### src/rtl/bhpc_pkg.sv
// bhpc_pkg: shared types, codes and constants of the hairpin pair classifier
// used by every file under rtl except bhpc_divider; depends on nothing

package bhpc_pkg;

    // parameter defaults
    localparam int MAX_READ_LEN_DEF = 1024;
    localparam int MAX_BINS_DEF     = 64;
    localparam int COUNT_WIDTH_DEF  = 32;

    // port widths
    localparam int IN_DATA_W  = 24;
    localparam int OUT_DATA_W = 160;
    localparam int OUT_USER_W = 3;
    localparam int CFG_IDX_W  = 3;
    localparam int CFG_DATA_W = 32;

    // register and field widths
    localparam int CUTOFF_W   = 17;
    localparam int FRAC_W     = 17;
    localparam int MINLEN_W   = 11;
    localparam int BINS_CFG_W = 7;
    localparam int MAXP_W     = 32;
    localparam int OUT_CNT_W  = 11;
    localparam int OUT_BIN_W  = 6;
    localparam int OUT_TOT_W  = 32;
    localparam int FRAC_BITS  = 16;

    // output field positions in tdata
    localparam int OUT_BIN_IDX_LSB = 22;
    localparam int OUT_BIN_CNT_LSB = 28;

    // register indexes
    typedef logic [CFG_IDX_W-1:0] cfg_idx_t;
    localparam cfg_idx_t REG_HAIRPIN_CUTOFF = 3'd0;
    localparam cfg_idx_t REG_MIN_GOOD_FRAC  = 3'd1;
    localparam cfg_idx_t REG_MIN_LENGTH     = 3'd2;
    localparam cfg_idx_t REG_HIST_BINS      = 3'd3;
    localparam cfg_idx_t REG_INVERT_SEL     = 3'd4;
    localparam cfg_idx_t REG_MAX_PAIRS      = 3'd5;

    // register reset values
    localparam logic [CUTOFF_W-1:0]   CUTOFF_RST    = 17'd62259;
    localparam logic [FRAC_W-1:0]     MIN_FRAC_RST  = 17'd32768;
    localparam logic [MINLEN_W-1:0]   MIN_LEN_RST   = 11'd32;
    localparam logic [BINS_CFG_W-1:0] HIST_BINS_RST = 7'd20;
    localparam logic                  INVERT_RST    = 1'b0;
    localparam logic [MAXP_W-1:0]     MAX_PAIRS_RST = 32'hFFFF_FFFF;

    // pair class codes
    typedef logic [1:0] pair_class_t;
    localparam pair_class_t CLASS_SKIP    = 2'd0;
    localparam pair_class_t CLASS_NORMAL  = 2'd1;
    localparam pair_class_t CLASS_HAIRPIN = 2'd2;
    localparam pair_class_t CLASS_LIMIT   = 2'd3;

    // controller to datapath
    typedef struct packed {
        logic accept;
        logic lim_chk;
        logic qual;
        logic div_start;
        logic ratio_ld;
        logic bin_mul;
        logic bin_clamp;
        logic hist_rd;
        logic hist_wr;
        logic emit;
    } bhpc_cmd_t;

    // datapath to controller
    typedef struct packed {
        logic limit;
        logic qual_fail;
        logic div_done;
    } bhpc_sts_t;

endpackage

### src/rtl/bhpc_divider.sv
// bhpc_divider: restoring divider, one quotient bit per cycle
// depends on nothing; used by bhpc_datapath

module bhpc_divider #(
    parameter int DIVIDEND_W = 27,
    parameter int DIVISOR_W  = 11
) (
    input  logic                  clk,
    input  logic                  rst_n,
    input  logic                  start,
    input  logic [DIVIDEND_W-1:0] dividend,
    input  logic [DIVISOR_W-1:0]  divisor,
    output logic [DIVIDEND_W-1:0] quotient,
    output logic                  done
);

    localparam int CNT_W = $clog2(DIVIDEND_W + 1);

    logic [DIVISOR_W-1:0]  rem_reg, rem_next;
    logic [DIVIDEND_W-1:0] quo_reg, quo_next;
    logic [DIVISOR_W-1:0]  den_reg, den_next;
    logic [CNT_W-1:0]      cnt_reg, cnt_next;
    logic                  busy_reg, busy_next;

    logic [DIVISOR_W:0] trial;
    logic [DIVISOR_W:0] diff;
    logic               fits;

    assign trial = {rem_reg, quo_reg[DIVIDEND_W-1]};
    assign diff  = trial - {1'b0, den_reg};
    assign fits  = (trial >= {1'b0, den_reg});

    always_comb
    begin
        rem_next  = rem_reg;
        quo_next  = quo_reg;
        den_next  = den_reg;
        cnt_next  = cnt_reg;
        busy_next = busy_reg;
        if (start)
        begin
            rem_next  = '0;
            quo_next  = dividend;
            den_next  = divisor;
            cnt_next  = CNT_W'(DIVIDEND_W);
            busy_next = 1'b1;
        end
        else if (busy_reg)
        begin
            if (cnt_reg != '0)
            begin
                // remainder stays below the divisor, so its top bit drops
                rem_next = fits ? diff[DIVISOR_W-1:0] : trial[DIVISOR_W-1:0];
                quo_next = {quo_reg[DIVIDEND_W-2:0], fits};
                cnt_next = cnt_reg - 1'b1;
            end
            else
            begin
                busy_next = 1'b0;
            end
        end
    end

    always_ff @(posedge clk or negedge rst_n)
    begin
        if (!rst_n)
        begin
            cnt_reg  <= '0;
            busy_reg <= 1'b0;
        end
        else
        begin
            cnt_reg  <= cnt_next;
            busy_reg <= busy_next;
        end
    end

    always_ff @(posedge clk)
    begin
        rem_reg <= rem_next;
        quo_reg <= quo_next;
        den_reg <= den_next;
    end

    assign quotient = quo_reg;
    assign done     = busy_reg && (cnt_reg == '0);

endmodule

### src/rtl/bhpc_datapath.sv
// bhpc_datapath: per-pair counters, quality check, ratio, histogram and result register
// depends on bhpc_pkg and bhpc_divider; driven by bhpc_ctrl commands

module bhpc_datapath #(
    parameter int MAX_READ_LEN = bhpc_pkg::MAX_READ_LEN_DEF,
    parameter int MAX_BINS     = bhpc_pkg::MAX_BINS_DEF,
    parameter int COUNT_WIDTH  = bhpc_pkg::COUNT_WIDTH_DEF
) (
    input  logic                              clk,
    input  logic                              rst_n,
    input  bhpc_pkg::bhpc_cmd_t               cmd,
    output bhpc_pkg::bhpc_sts_t               sts,
    input  logic [bhpc_pkg::IN_DATA_W-1:0]    s_tdata,
    input  logic                              cfg_we,
    input  logic [bhpc_pkg::CFG_IDX_W-1:0]    cfg_index,
    input  logic [bhpc_pkg::CFG_DATA_W-1:0]   cfg_data,
    output logic [bhpc_pkg::OUT_DATA_W-1:0]   m_tdata,
    output logic [bhpc_pkg::OUT_USER_W-1:0]   m_tuser
);

    localparam int LW  = $clog2(MAX_READ_LEN + 1);
    localparam int VW  = $clog2(2 * MAX_READ_LEN + 1);
    localparam int RW  = LW + bhpc_pkg::FRAC_BITS;
    localparam int BW  = (MAX_BINS > 1) ? $clog2(MAX_BINS) : 1;
    localparam int BNW = $clog2(MAX_BINS + 1);
    localparam int CW  = COUNT_WIDTH;
    localparam int MLW = (LW > bhpc_pkg::MINLEN_W) ? LW : bhpc_pkg::MINLEN_W;
    localparam int CMW = (CW > bhpc_pkg::MAXP_W) ? CW : bhpc_pkg::MAXP_W;
    localparam int QPW = VW + bhpc_pkg::FRAC_W;
    localparam int BPW = RW + BNW;
    localparam int BRW = BPW - bhpc_pkg::FRAC_BITS;

    localparam logic [LW-1:0] LEN_CAP = LW'(MAX_READ_LEN);
    localparam logic [VW-1:0] VS_CAP  = VW'(2 * MAX_READ_LEN);

    localparam logic [7:0] CH_UA = 8'h41;
    localparam logic [7:0] CH_UC = 8'h43;
    localparam logic [7:0] CH_UG = 8'h47;
    localparam logic [7:0] CH_UT = 8'h54;
    localparam logic [7:0] CH_UN = 8'h4E;
    localparam logic [7:0] CH_LA = 8'h61;
    localparam logic [7:0] CH_LC = 8'h63;
    localparam logic [7:0] CH_LG = 8'h67;
    localparam logic [7:0] CH_LT = 8'h74;

    function automatic logic is_base(input logic [7:0] c);
        return (c == CH_UA) || (c == CH_UC) || (c == CH_UG) || (c == CH_UT) ||
               (c == CH_LA) || (c == CH_LC) || (c == CH_LG) || (c == CH_LT);
    endfunction

    // bisulfite-tolerant match, case-sensitive
    function automatic logic bs_match(input logic [7:0] a, input logic [7:0] b);
        return ((a != CH_UN) && (a == b)) || ((a == CH_UT) && (b == CH_UC)) ||
               ((a == CH_UG) && (b == CH_UA));
    endfunction

    function automatic logic [LW-1:0] len_inc(input logic [LW-1:0] v);
        return (v < LEN_CAP) ? v + 1'b1 : LEN_CAP;
    endfunction

    function automatic logic [VW-1:0] vs_inc(input logic [VW-1:0] v);
        return (v < VS_CAP) ? v + 1'b1 : VS_CAP;
    endfunction

    function automatic logic [CW-1:0] cnt_inc(input logic [CW-1:0] v);
        return (v == {CW{1'b1}}) ? v : v + 1'b1;
    endfunction

    // input fields
    logic [7:0] base_one, base_two;
    logic       one_present, two_present;

    assign base_one    = s_tdata[7:0];
    assign one_present = s_tdata[8];
    assign base_two    = s_tdata[16:9];
    assign two_present = s_tdata[17];

    // configuration
    logic [bhpc_pkg::CUTOFF_W-1:0]   cutoff_reg;
    logic [bhpc_pkg::FRAC_W-1:0]     min_frac_reg;
    logic [bhpc_pkg::MINLEN_W-1:0]   min_len_reg;
    logic [bhpc_pkg::BINS_CFG_W-1:0] hist_bins_reg;
    logic                            invert_reg;
    logic [bhpc_pkg::MAXP_W-1:0]     max_pairs_reg;

    // per-pair accumulators and counters
    logic [LW-1:0] len_one_reg, len_one_next;
    logic [LW-1:0] len_two_reg, len_two_next;
    logic [VW-1:0] valid_sum_reg, valid_sum_next;
    logic [LW-1:0] match_reg, match_next;
    logic [LW-1:0] compared_reg, compared_next;
    logic [CW-1:0] pairs_reg, pairs_next;
    logic [CW-1:0] usable_reg, usable_next;
    logic [CW-1:0] hairpin_reg, hairpin_next;
    logic [MAX_BINS-1:0] hist_vld_reg, hist_vld_next;

    // working registers of the end-of-pair sequence
    logic                   limit_reg;
    logic [QPW-1:0]         qprod_reg;
    logic [RW-1:0]          ratio_reg;
    logic [BPW-1:0]         binprod_reg;
    logic                   hp_reg;
    logic [BW-1:0]          bin_reg;
    logic [CW-1:0]          bcount_reg;
    bhpc_pkg::pair_class_t  class_reg;
    logic                   keep_reg;
    logic [CW-1:0]          hist_rd_reg;
    logic                   hit_reg;
    logic [CW-1:0]          hist_mem [MAX_BINS];

    // result register
    bhpc_pkg::pair_class_t           out_class_reg;
    logic                            out_keep_reg;
    logic [bhpc_pkg::OUT_CNT_W-1:0]  out_match_reg;
    logic [bhpc_pkg::OUT_CNT_W-1:0]  out_cmp_reg;
    logic [bhpc_pkg::OUT_BIN_W-1:0]  out_bin_reg;
    logic [bhpc_pkg::OUT_TOT_W-1:0]  out_bcount_reg;
    logic [bhpc_pkg::OUT_TOT_W-1:0]  out_total_reg;
    logic [bhpc_pkg::OUT_TOT_W-1:0]  out_usable_reg;
    logic [bhpc_pkg::OUT_TOT_W-1:0]  out_hairpin_reg;

    // combinational helpers
    logic           valid_one, valid_two;
    logic [VW-1:0]  vs_mid;
    logic [VW-1:0]  len_sum;
    logic           qual_fail;
    logic [RW-1:0]  quotient;
    logic           div_done;
    logic [BNW-1:0] bins_eff;
    logic [BRW-1:0] bin_raw;
    logic [BRW-1:0] bin_max;
    logic [BW-1:0]  bin_clamped;
    logic [CW-1:0]  hist_new;

    assign valid_one = is_base(base_one);
    assign valid_two = is_base(base_two);
    assign vs_mid    = (one_present && valid_one) ? vs_inc(valid_sum_reg) : valid_sum_reg;
    assign len_sum   = VW'(len_one_reg) + VW'(len_two_reg);

    assign qual_fail = (QPW'({valid_sum_reg, {bhpc_pkg::FRAC_BITS{1'b0}}}) < qprod_reg) ||
                       (MLW'(len_one_reg) < MLW'(min_len_reg)) ||
                       (MLW'(len_two_reg) < MLW'(min_len_reg));

    assign sts.limit     = limit_reg;
    assign sts.qual_fail = qual_fail;
    assign sts.div_done  = div_done;

    bhpc_divider #(
        .DIVIDEND_W (RW),
        .DIVISOR_W  (LW)
    ) u_divider (
        .clk      (clk),
        .rst_n    (rst_n),
        .start    (cmd.div_start),
        .dividend ({match_reg, {bhpc_pkg::FRAC_BITS{1'b0}}}),
        .divisor  (compared_reg),
        .quotient (quotient),
        .done     (div_done)
    );

    // hist_bins clamped to 1..MAX_BINS
    always_comb
    begin
        if (hist_bins_reg == '0)
            bins_eff = BNW'(1);
        else if (int'(hist_bins_reg) > MAX_BINS)
            bins_eff = BNW'(MAX_BINS);
        else
            bins_eff = BNW'(hist_bins_reg);
    end

    assign bin_raw     = binprod_reg[BPW-1:bhpc_pkg::FRAC_BITS];
    assign bin_max     = BRW'(bins_eff - 1'b1);
    assign bin_clamped = (bin_raw > bin_max) ? BW'(bin_max) : BW'(bin_raw);
    assign hist_new    = cnt_inc(hit_reg ? hist_rd_reg : '0);

    always_comb
    begin
        len_one_next   = len_one_reg;
        len_two_next   = len_two_reg;
        valid_sum_next = valid_sum_reg;
        match_next     = match_reg;
        compared_next  = compared_reg;
        pairs_next     = pairs_reg;
        usable_next    = usable_reg;
        hairpin_next   = hairpin_reg;
        hist_vld_next  = hist_vld_reg;

        if (cmd.accept)
        begin
            if (one_present)
                len_one_next = len_inc(len_one_reg);
            if (two_present)
                len_two_next = len_inc(len_two_reg);
            valid_sum_next = (two_present && valid_two) ? vs_inc(vs_mid) : vs_mid;
            if (one_present && two_present)
            begin
                if (bs_match(base_one, base_two))
                    match_next = len_inc(match_reg);
                if (valid_one && valid_two)
                    compared_next = len_inc(compared_reg);
            end
        end
        else if (cmd.emit)
        begin
            len_one_next   = '0;
            len_two_next   = '0;
            valid_sum_next = '0;
            match_next     = '0;
            compared_next  = '0;
        end

        if (cmd.qual && !limit_reg)
            pairs_next = cnt_inc(pairs_reg);
        if (cmd.div_start)
            usable_next = cnt_inc(usable_reg);
        if (cmd.hist_wr)
        begin
            hist_vld_next[bin_reg] = 1'b1;
            if (hp_reg)
                hairpin_next = cnt_inc(hairpin_reg);
        end
    end

    always_ff @(posedge clk or negedge rst_n)
    begin
        if (!rst_n)
        begin
            cutoff_reg    <= bhpc_pkg::CUTOFF_RST;
            min_frac_reg  <= bhpc_pkg::MIN_FRAC_RST;
            min_len_reg   <= bhpc_pkg::MIN_LEN_RST;
            hist_bins_reg <= bhpc_pkg::HIST_BINS_RST;
            invert_reg    <= bhpc_pkg::INVERT_RST;
            max_pairs_reg <= bhpc_pkg::MAX_PAIRS_RST;
            len_one_reg   <= '0;
            len_two_reg   <= '0;
            valid_sum_reg <= '0;
            match_reg     <= '0;
            compared_reg  <= '0;
            pairs_reg     <= '0;
            usable_reg    <= '0;
            hairpin_reg   <= '0;
            hist_vld_reg  <= '0;
        end
        else
        begin
            if (cfg_we)
            begin
                case (cfg_index)
                    bhpc_pkg::REG_HAIRPIN_CUTOFF: cutoff_reg    <= cfg_data[16:0];
                    bhpc_pkg::REG_MIN_GOOD_FRAC:  min_frac_reg  <= cfg_data[16:0];
                    bhpc_pkg::REG_MIN_LENGTH:     min_len_reg   <= cfg_data[10:0];
                    bhpc_pkg::REG_HIST_BINS:      hist_bins_reg <= cfg_data[6:0];
                    bhpc_pkg::REG_INVERT_SEL:     invert_reg    <= cfg_data[0];
                    bhpc_pkg::REG_MAX_PAIRS:      max_pairs_reg <= cfg_data;
                    default: ;
                endcase
            end
            len_one_reg   <= len_one_next;
            len_two_reg   <= len_two_next;
            valid_sum_reg <= valid_sum_next;
            match_reg     <= match_next;
            compared_reg  <= compared_next;
            pairs_reg     <= pairs_next;
            usable_reg    <= usable_next;
            hairpin_reg   <= hairpin_next;
            hist_vld_reg  <= hist_vld_next;
        end
    end

    always_ff @(posedge clk)
    begin
        if (cmd.lim_chk)
        begin
            limit_reg <= (CMW'(pairs_reg) >= CMW'(max_pairs_reg));
            qprod_reg <= QPW'(min_frac_reg) * QPW'(len_sum);
        end
        if (cmd.qual)
        begin
            // classes skip and limit carry no bin and no keep
            class_reg  <= limit_reg ? bhpc_pkg::CLASS_LIMIT : bhpc_pkg::CLASS_SKIP;
            keep_reg   <= 1'b0;
            bin_reg    <= '0;
            bcount_reg <= '0;
        end
        if (cmd.ratio_ld)
            ratio_reg <= (compared_reg == '0) ? '0 : quotient;
        if (cmd.bin_mul)
        begin
            binprod_reg <= BPW'(ratio_reg) * BPW'(bins_eff);
            hp_reg      <= (ratio_reg > RW'(cutoff_reg));
        end
        if (cmd.bin_clamp)
            bin_reg <= bin_clamped;
        if (cmd.hist_rd)
        begin
            hist_rd_reg <= hist_mem[bin_reg];
            hit_reg     <= hist_vld_reg[bin_reg];
        end
        if (cmd.hist_wr)
        begin
            hist_mem[bin_reg] <= hist_new;
            bcount_reg        <= hist_new;
            class_reg         <= hp_reg ? bhpc_pkg::CLASS_HAIRPIN : bhpc_pkg::CLASS_NORMAL;
            keep_reg          <= ~(hp_reg ^ invert_reg);
        end
        if (cmd.emit)
        begin
            out_class_reg   <= class_reg;
            out_keep_reg    <= keep_reg;
            out_match_reg   <= bhpc_pkg::OUT_CNT_W'(match_reg);
            out_cmp_reg     <= bhpc_pkg::OUT_CNT_W'(compared_reg);
            out_bin_reg     <= bhpc_pkg::OUT_BIN_W'(bin_reg);
            out_bcount_reg  <= bhpc_pkg::OUT_TOT_W'(bcount_reg);
            out_total_reg   <= bhpc_pkg::OUT_TOT_W'(pairs_reg);
            out_usable_reg  <= bhpc_pkg::OUT_TOT_W'(usable_reg);
            out_hairpin_reg <= bhpc_pkg::OUT_TOT_W'(hairpin_reg);
        end
    end

    assign m_tdata = {4'b0, out_hairpin_reg, out_usable_reg, out_total_reg, out_bcount_reg,
                      out_bin_reg, out_cmp_reg, out_match_reg};
    assign m_tuser = {out_keep_reg, out_class_reg};

endmodule

### src/rtl/bhpc_ctrl.sv
// bhpc_ctrl: sequencer for base accumulation and the end-of-pair steps
// depends on bhpc_pkg; drives bhpc_datapath through bhpc_cmd_t

module bhpc_ctrl (
    input  logic                clk,
    input  logic                rst_n,
    input  logic                s_tvalid,
    input  logic                s_tlast,
    output logic                s_tready,
    output logic                m_tvalid,
    input  logic                m_tready,
    input  bhpc_pkg::bhpc_sts_t sts,
    output bhpc_pkg::bhpc_cmd_t cmd
);

    typedef enum logic [8:0] {
        S_ACC   = 9'b000000001,
        S_LIM   = 9'b000000010,
        S_QUAL  = 9'b000000100,
        S_DIV   = 9'b000001000,
        S_BIN   = 9'b000010000,
        S_CLAMP = 9'b000100000,
        S_RD    = 9'b001000000,
        S_WR    = 9'b010000000,
        S_EMIT  = 9'b100000000
    } state_t;

    state_t state_reg, state_next;
    logic   out_valid_reg, out_valid_next;
    logic   out_free;

    assign out_free = !out_valid_reg || m_tready;

    always_comb
    begin
        state_next = state_reg;
        cmd        = '0;
        case (state_reg)
            S_ACC:
            begin
                cmd.accept = s_tvalid;
                if (s_tvalid && s_tlast)
                    state_next = S_LIM;
            end
            S_LIM:
            begin
                cmd.lim_chk = 1'b1;
                state_next  = S_QUAL;
            end
            S_QUAL:
            begin
                cmd.qual = 1'b1;
                if (sts.limit || sts.qual_fail)
                    state_next = S_EMIT;
                else
                begin
                    cmd.div_start = 1'b1;
                    state_next    = S_DIV;
                end
            end
            S_DIV:
            begin
                if (sts.div_done)
                begin
                    cmd.ratio_ld = 1'b1;
                    state_next   = S_BIN;
                end
            end
            S_BIN:
            begin
                cmd.bin_mul = 1'b1;
                state_next  = S_CLAMP;
            end
            S_CLAMP:
            begin
                cmd.bin_clamp = 1'b1;
                state_next    = S_RD;
            end
            S_RD:
            begin
                cmd.hist_rd = 1'b1;
                state_next  = S_WR;
            end
            S_WR:
            begin
                cmd.hist_wr = 1'b1;
                state_next  = S_EMIT;
            end
            S_EMIT:
            begin
                // wait for room in the result register
                if (out_free)
                begin
                    cmd.emit   = 1'b1;
                    state_next = S_ACC;
                end
            end
            default:
            begin
                state_next = S_ACC;
            end
        endcase
    end

    always_comb
    begin
        if (cmd.emit)
            out_valid_next = 1'b1;
        else if (m_tready)
            out_valid_next = 1'b0;
        else
            out_valid_next = out_valid_reg;
    end

    always_ff @(posedge clk or negedge rst_n)
    begin
        if (!rst_n)
        begin
            state_reg     <= S_ACC;
            out_valid_reg <= 1'b0;
        end
        else
        begin
            state_reg     <= state_next;
            out_valid_reg <= out_valid_next;
        end
    end

    assign s_tready = (state_reg == S_ACC);
    assign m_tvalid = out_valid_reg;

endmodule

### src/rtl/bisulfite_hairpin_pair_classifier.sv
// bisulfite_hairpin_pair_classifier: top level of the hairpin pair classifier
// depends on bhpc_pkg, bhpc_ctrl, bhpc_datapath (and bhpc_divider below it)
//
// usage
//   slave stream: one item per aligned base position of a read pair, tlast on
//   the final position. every item is taken in one cycle while a pair streams.
//   master stream: one result item per pair, issued after its last item.
//   config port: cfg_we/cfg_index/cfg_data, written while the block is idle.
// end of pair
//   after the last item of a pair, s_tready stays low while the end-of-pair
//   steps run: the limit check and the quality check, then, for a usable
//   pair, the bit-serial divider for the match ratio, one quotient bit a
//   cycle, the bin multiply, the bin clamp and a read-modify-write of the
//   histogram memory. skipped and over-limit pairs go from the quality check
//   straight to the result; m_tvalid rises as s_tready comes back high.
// reset
//   clears the configuration to its defaults, the counters, the per-pair
//   accumulators and the histogram valid bits; every bin reads as zero.
// stall
//   a result waits in the output register while m_tready is low; the next pair
//   streams in meanwhile and its own result waits until the register frees.

module bisulfite_hairpin_pair_classifier #(
    parameter int MAX_READ_LEN = bhpc_pkg::MAX_READ_LEN_DEF,
    parameter int MAX_BINS     = bhpc_pkg::MAX_BINS_DEF,
    parameter int COUNT_WIDTH  = bhpc_pkg::COUNT_WIDTH_DEF
) (
    input  logic                            clk,
    input  logic                            rst_n,
    input  logic                            s_tvalid,
    output logic                            s_tready,
    // base_one[7:0], one_present[8], base_two[16:9], two_present[17], zero[23:18]
    input  logic [bhpc_pkg::IN_DATA_W-1:0]  s_tdata,
    input  logic                            s_tlast,
    output logic                            m_tvalid,
    input  logic                            m_tready,
    // match_count[10:0], compared_count[21:11], bin_index[27:22], bin_count[59:28],
    // total_pairs[91:60], usable_pairs[123:92], hairpin_total[155:124], zero[159:156]
    output logic [bhpc_pkg::OUT_DATA_W-1:0] m_tdata,
    // pair_class[1:0], keep[2]
    output logic [bhpc_pkg::OUT_USER_W-1:0] m_tuser,
    input  logic                            cfg_we,
    input  logic [bhpc_pkg::CFG_IDX_W-1:0]  cfg_index,
    input  logic [bhpc_pkg::CFG_DATA_W-1:0] cfg_data
);

    bhpc_pkg::bhpc_cmd_t cmd;
    bhpc_pkg::bhpc_sts_t sts;

    bhpc_ctrl u_ctrl (
        .clk      (clk),
        .rst_n    (rst_n),
        .s_tvalid (s_tvalid),
        .s_tlast  (s_tlast),
        .s_tready (s_tready),
        .m_tvalid (m_tvalid),
        .m_tready (m_tready),
        .sts      (sts),
        .cmd      (cmd)
    );

    bhpc_datapath #(
        .MAX_READ_LEN (MAX_READ_LEN),
        .MAX_BINS     (MAX_BINS),
        .COUNT_WIDTH  (COUNT_WIDTH)
    ) u_datapath (
        .clk       (clk),
        .rst_n     (rst_n),
        .cmd       (cmd),
        .sts       (sts),
        .s_tdata   (s_tdata),
        .cfg_we    (cfg_we),
        .cfg_index (cfg_index),
        .cfg_data  (cfg_data),
        .m_tdata   (m_tdata),
        .m_tuser   (m_tuser)
    );

endmodule

### config.mk
export PLATFORM = sky130hd
export DESIGN_NAME = bisulfite_hairpin_pair_classifier
export DESIGN_NICKNAME = d
export VERILOG_FILES = /design/src/rtl/bhpc_pkg.sv /design/src/rtl/bhpc_divider.sv /design/src/rtl/bhpc_datapath.sv /design/src/rtl/bhpc_ctrl.sv /design/src/rtl/bisulfite_hairpin_pair_classifier.sv
export SDC_FILE = /design/constraint.sdc
export NUM_CORES = 2
export LEC_CHECK = 0
export ABC_CLOCK_PERIOD_IN_PS = 18400
export BUFFER_PORTS_ARGS = -buffer_cell sky130_fd_sc_hd__buf_2
export CORE_MARGIN = 5
export CORE_UTILIZATION = 40
export DETAILED_ROUTE_END_ITERATION = 6
export GPL_ROUTABILITY_DRIVEN = 0
export GPL_TIMING_DRIVEN = 1
export PLACE_DENSITY = 0.55
export SLEW_MARGIN = 15
export SYNTH_ARGS = -nofsm -noshare
export SYNTH_HDL_FRONTEND = slang
export SYNTH_SLANG_ARGS = --single-unit
### constraint.sdc
create_clock -name clk -period 18.4 [get_ports clk]
set_input_delay 3.68 -clock clk [delete_from_list [all_inputs] [get_ports clk]]
set_output_delay 3.68 -clock clk [all_outputs]
set_load 0.1 [all_outputs]
Word level (Yosys, flattened, before mapping)
Memories as Yosys holds them, arrays and structs flattened. A register that Yosys moved wholly into a read port is not among the register bits.
Cells that the tools add are included.
- output and inout port bits: 165
- memories kept: 1
- logic and storage cells: 256
- bits in registers: 659
- bits of input ports: 65
- bits in writable memories: 2048
- memory list (memory ; depth ; width ; rd ports ; clocked after Yosys merged registers in ; wr ports ; line ; source):
    u_datapath.hist_mem ; 64 ; 32 ; 1 ; 1 ; 1 ; bhpc_datapath.sv:109 ; logic [CW-1:0] hist_mem [MAX_BINS];
- multipliers: 2
- equality and inequality tests: 44
- add/sub/neg operators: 14
- reductions and logical operators: 60
- order comparisons: 16
- bitwise logic cells: 6
- mux-type cells: 71
- operators by type and width (kind ; count):
    two-way mux 11 bit ; 16
    adder 32 x 1 -> 32 bit (second input constant) ; 4
    equality test 32 bit (second input constant) ; 4
    equality test 8 x 7 -> 1 bit (second input constant) ; 16
    two-way mux 32 bit ; 4
    two-way mux 27 bit ; 3
    case mux 9 bit (9 select lines) ; 1
    two-way mux 12 bit ; 6
    OR 64 bit ; 1
    adder 11 x 1 -> 11 bit (second input constant) ; 4
    less-than comparator 11 bit (second input constant) ; 4
    two-way mux 9 bit ; 4
    multiplier 27 x 7 -> 34 bit ; 1
    >= comparator 32 bit ; 1
    less-than comparator 28 x 29 -> 1 bit ; 1
    multiplier 17 x 12 -> 29 bit ; 1
    greater-than comparator 27 x 17 -> 1 bit ; 1
    adder 12 x 1 -> 12 bit (second input constant) ; 2
    less-than comparator 12 bit (second input constant) ; 2
    AND reduction 2 bit ; 12
    less-than comparator 11 bit ; 2
    two-way mux 1 bit ; 22
    logical OR 1 bit ; 20
    greater-than comparator 18 bit ; 1
    41 further kinds ; 80

Depth between registers and ports, before layout
- depth in word-level cells: 14
- mapped depth: 32
- depth with buffers taken out: 31

Cells and area by module
From an unflattened synthesis, not the netlist that was laid out.
- cells, all modules: 7612
- area total of the unflattened synthesis: 115204.2 µm²
- modules (own cells, without submodules) (module ; times used ; area an instance (µm²) ; sequential area each (µm²) ; cells an instance):
    bhpc_datapath ; 1 ; 111648.3 ; 78367.7 ; 7302
    bhpc_divider ; 1 ; 2910.3 ; 1511.4 ; 245
    bhpc_ctrl ; 1 ; 645.6 ; 251.5 ; 65

Worst setup path after synthesis
No wires, ideal clock.
- path kind: input to register
- start point: in m_tready
- end point: reg u_datapath.len_two_reg[4]
- stages: 6
- data arrival time: 9.734 ns
- slack: 8.530 ns
- buffers on the path: 1
- data required time: 18.263 ns
- setup time: 0.137 ns
- cell sequence: inv_1 -> a21oi_1 -> clkbuf_1 -> a21oi_1 -> o21ai_0 -> o31ai_1
- RTL lines (what ; line ; source):
    start: declaration ; bisulfite_hairpin_pair_classifier.sv:36 ; input logic m_tready,
    end signal: assignment ; bhpc_datapath.sv:260 ; len_two_reg <= len_two_next;
    end: declaration ; bhpc_datapath.sv:88 ; logic [LW-1:0] len_two_reg, len_two_next;

Final worst setup path
- start point: reg u_datapath.len_one_reg[0]
- end point: reg u_datapath.qprod_reg[28] (data pin)
- longest elaborated chain between the ends: 2
- RTL lines (what ; line ; source):
    start: declaration ; bhpc_datapath.sv:87 ; logic [LW-1:0] len_one_reg, len_one_next;
    start signal: assignment ; bhpc_datapath.sv:259 ; len_one_reg <= len_one_next;
    adder 11 x 11 -> 12 bit ; bhpc_datapath.sv:138 ; assign len_sum = VW'(len_one_reg) + VW'(len_two_reg);
    multiplier 17 x 12 -> 29 bit ; bhpc_datapath.sv:276 ; qprod_reg <= QPW'(min_frac_reg) * QPW'(len_sum);
    end signal: assignment ; bhpc_datapath.sv:276 ;
    end: declaration ; bhpc_datapath.sv:99 ; logic [QPW-1:0] qprod_reg;
Every way passes these cells.
A chain may end at the register's enable or synchronous reset.

==> results.sh <==
export IMPL_outcome="complete, no violations"
export IMPL_synth_area_um2=114800
export IMPL_totalWireLength_um=331800
export IMPL_holdWs_ns=0.4184
export IMPL_crit_required_ns=18.97
export IMPL_rsz0062_at_grt="no"
export IMPL_core_area_um2=285500
export IMPL_internal_power_mw=10.96
export IMPL_chipWidth_um=545.8
export IMPL_slew_headroom=0.2590
export IMPL_die_h_um=545.8
export IMPL_cts_root_buf="clkbuf_16"
export IMPL_endpoint_kind="flop"
export IMPL_post_cts_buffers=0
export IMPL_p_total_mw=14.62
export IMPL_first_pass_iters=5
export IMPL_power_leakage_nw=46.53
export IMPL_synthArstFlopShare=0.1164
export IMPL_setup_ws_ns=10.12
export IMPL_yosys_area_top_type_share=0.6221
export IMPL_cts_max_path_buffers=4
export IMPL_grt_start_max_net_pins=94
export IMPL_cts_buffers=294
export IMPL_dieArea_um2=297900
export IMPL_fillers=24760
export IMPL_seqPwrFrac=0.468
export IMPL_portBuffers=219
export IMPL_yosysSeqAreaShare=0.6964
export IMPL_post_cts_resized=0
export IMPL_worstSetupStartpointType="flop"
export IMPL_finalCritPeriodShare=0.4500
export IMPL_combPwrFrac=0.140
export IMPL_critPathMaxFanout=17
export IMPL_htree_levels=5
export IMPL_postSynthCellCount=7654
export IMPL_avgSynthCellArea_um2=15.00
export IMPL_cp_arrival_ns=8.85
export IMPL_maxSlewViolCount=0
export IMPL_num_io_pins=230
export IMPL_path_class="reg -> reg"
export IMPL_setup_viol=0
export IMPL_peakVddDrop_uv=103.8
export IMPL_dp_slack_ns=10.14
export IMPL_cts_hold_buffers_added=0
export IMPL_critical_path_max_stage_delay_ns=0.53
export IMPL_grt_pass1_wl_um=483700
export IMPL_drive_gt1_frac=0.1398
export IMPL_largest_reg_flops=2048
export IMPL_synth_edff_count=2379
export IMPL_min_path_cells=0
export IMPL_num_rows=196
export IMPL_first_iter_violations=6417
export IMPL_yosys_warnings=0
export IMPL_switching_power_mw=3.664
export IMPL_start_util=0.4023
export IMPL_ant_nets=0
export IMPL_hold_path_class="reg -> reg"
export IMPL_powerDensity_nw_per_um2=111.5
export IMPL_clkPwrFrac=0.392
export IMPL_swShare=0.2506
export IMPL_worstRegToRegCells=30
export IMPL_skew_ns=0.06634
export IMPL_tritoncts="yes"
export IMPL_fin_util=0.4593
export IMPL_crit_top_cell="fa_1"
export IMPL_synth_flop_cell="edfxtp_1"
export IMPL_finalHoldViolCount=0
export IMPL_clk_insertion_delay_late_ns=0.86
export IMPL_dp_hpwl_um=196000
export IMPL_cp_slowest_cell="nand2_1"
export IMPL_routedWlPerCell_um=27.65
export IMPL_synth_area_leaders="edfxtp_1 (62%), dfrtp_1 (5.9%), fa_1 (4.8%), a22oi_1 (4.5%), ha_1 (2.7%)"
export IMPL_via_count=69230
export IMPL_r2r_setup_slack_ns=10.12
export IMPL_post_synth_top_count_cell="edfxtp_1"
export IMPL_nNetsFinal=8599
export IMPL_antenna_found_initial=9
export IMPL_tns_ns=0
export IMPL_area_growth_pct=14.18
export IMPL_ys_types=80
export IMPL_worstMarginPinSlew_ns=1.107
export IMPL_viasPerCell=5.770
export IMPL_clock_fmax_mhz=120.8
export IMPL_grt_overflow=0
export IMPL_clk_pin_slew_ns=0.06
export IMPL_maxCapViolCount=0
export IMPL_fin_crit_ns=8.280
export IMPL_grt_pass1_vias=69490
export IMPL_synth_seq_cells=2723
export IMPL_drc=0
export IMPL_yosys_top_cells_count="edfxtp_1 (2379), a22oi_1 (692), nand2_1 (532)"
export IMPL_yosysTopAreaCell="edfxtp_1"
export IMPL_grt_usage=0.2172
export IMPL_cts_sinks=2723
layer usage:
metal,share of wire,wire length (um),up-vias,GRT usage
met2,0.48,158000,2694,0.3548
met4,0.025,8278,0,0.05612
li1,-,-,30040,-
met5,0,0,-,0
met3,0.074,24640,480,0.03963
met1,0.42,140900,36020,0.3011
power by group through the flow:
| stage | Clock (mW) | Sequential [mW] | Combinational, mW |
|---|---|---|---|
| after global routing | 6.10 | 6.85 | 2.38 |
| after floorplan | 0 | 6.92 | 1.55 |
| after global placement | 0 | 6.97 | 2.01 |
| final | 5.73 | 6.84 | 2.05 |
| after detailed placement | 0 | 6.97 | 2.05 |
| after CTS | 5.84 | 6.84 | 2.09 |
path summary, 6_finish.rpt:
kind,from,end
max,u_datapath.len_one_reg[0],u_datapath.qprod_reg[28]
min,u_datapath.bcount_reg[30],u_datapath.out_bcount_reg[30]
max reg2reg,u_datapath.len_one_reg[0],u_datapath.qprod_reg[28]
min reg2reg,u_datapath.bcount_reg[30],u_datapath.out_bcount_reg[30]
max in group asynchronous,rst_n,u_datapath.hist_vld_reg[50]
min in group asynchronous,rst_n,u_datapath.hairpin_reg[7]
cell type report:
| cell class | count | area, um2 | share of cell area |
|---|---|---|---|
| Inverter | 415 | 1558 | 0.01188 |
| Tap cell | 3762 | 4707 | 0.03590 |
| Antenna cell | 6 | 15.01 | 0.0001145 |
| Multi-Input combinational cell | 4154 | 32860 | 0.2506 |
| Clock buffer | 379 | 7965 | 0.06075 |
| Sequential cell | 2723 | 79970 | 0.6100 |
| Clock inverter | 140 | 1290 | 0.009839 |
| Timing Repair Buffer | 420 | 2744 | 0.02093 |
through the flow:
step,cells,instance area (um2)
6_report,12000,131100
5_1_grt,12000,131100
4_1_cts,11990,131100
3_5_place_dp,11470,121800
3_3_place_gp,11470,121800
2_1_floorplan,7667,114900
placed cells by master (no fill, tap or decap), types with 20 or more instances in the layout:
master     synthesis  routed
dfxtp_1           27      27
a21oi_1          220     218
a22o_1           183     183
a22oi_1          692     692
a211oi_1          24      24
dfrtp_1          270     270
and3_1            62      61
nor2_1           237     170
clkinv_1           0      46
inv_1            415     415
and2_1           152     151
dfstp_2           47      47
a21o_1            39      39
a31oi_1          155     155
o21a_1            20      20
fa_1             275     275
nand2b_1          55      55
xor2_1            88      80
buf_4              6     190
o21ai_0          137     136
or2_2             68      68
nor3_1            41      35
xnor2_1          123     118
clkbuf_16          0     301
buf_2              3     218
nand3_1          107     106
a221oi_1         186     186
clkbuf_1         332      64
nor2b_1           55      33
ha_1             251     251
nand4_1          171     171
nor4_1            22      22
mux2_2            66      66
edfxtp_1        2379    2379
nor2_4             1      66
nand2_1          532     528
clkinv_2           0      48
worst max-delay path, delay by kind of cell, from the launching register on:
family                   cells  cell delay [ns]
AND/OR/NAND/NOR              5             1.21
XOR/XNOR                     1             0.15
adder cells (fa/ha/maj)      8             3.43
multiplexers                 1             0.18
flip-flops                   1             0.42
buffers and inverters        4             0.19
AO/OA/AOI/OAI               11             2.42
cells by family (layout without fill, tap and decap cells):
kind of cell / Yosys count / after routing / synth area share
compound gates: 1732 / 1732 / 0.1082
xor+xnor: 211 / 211 / 0.01609
fa+ha+maj: 526 / 526 / 0.07529
buf+inv: 790 / 1354 / 0.02612
flops: 2723 / 2723 / 0.6964
mux: 81 / 81 / 0.007780
other cells: 2 / 21 / 0.00006540
simple gates: 1589 / 1589 / 0.06997
Power figures use the tool's default switching activity.
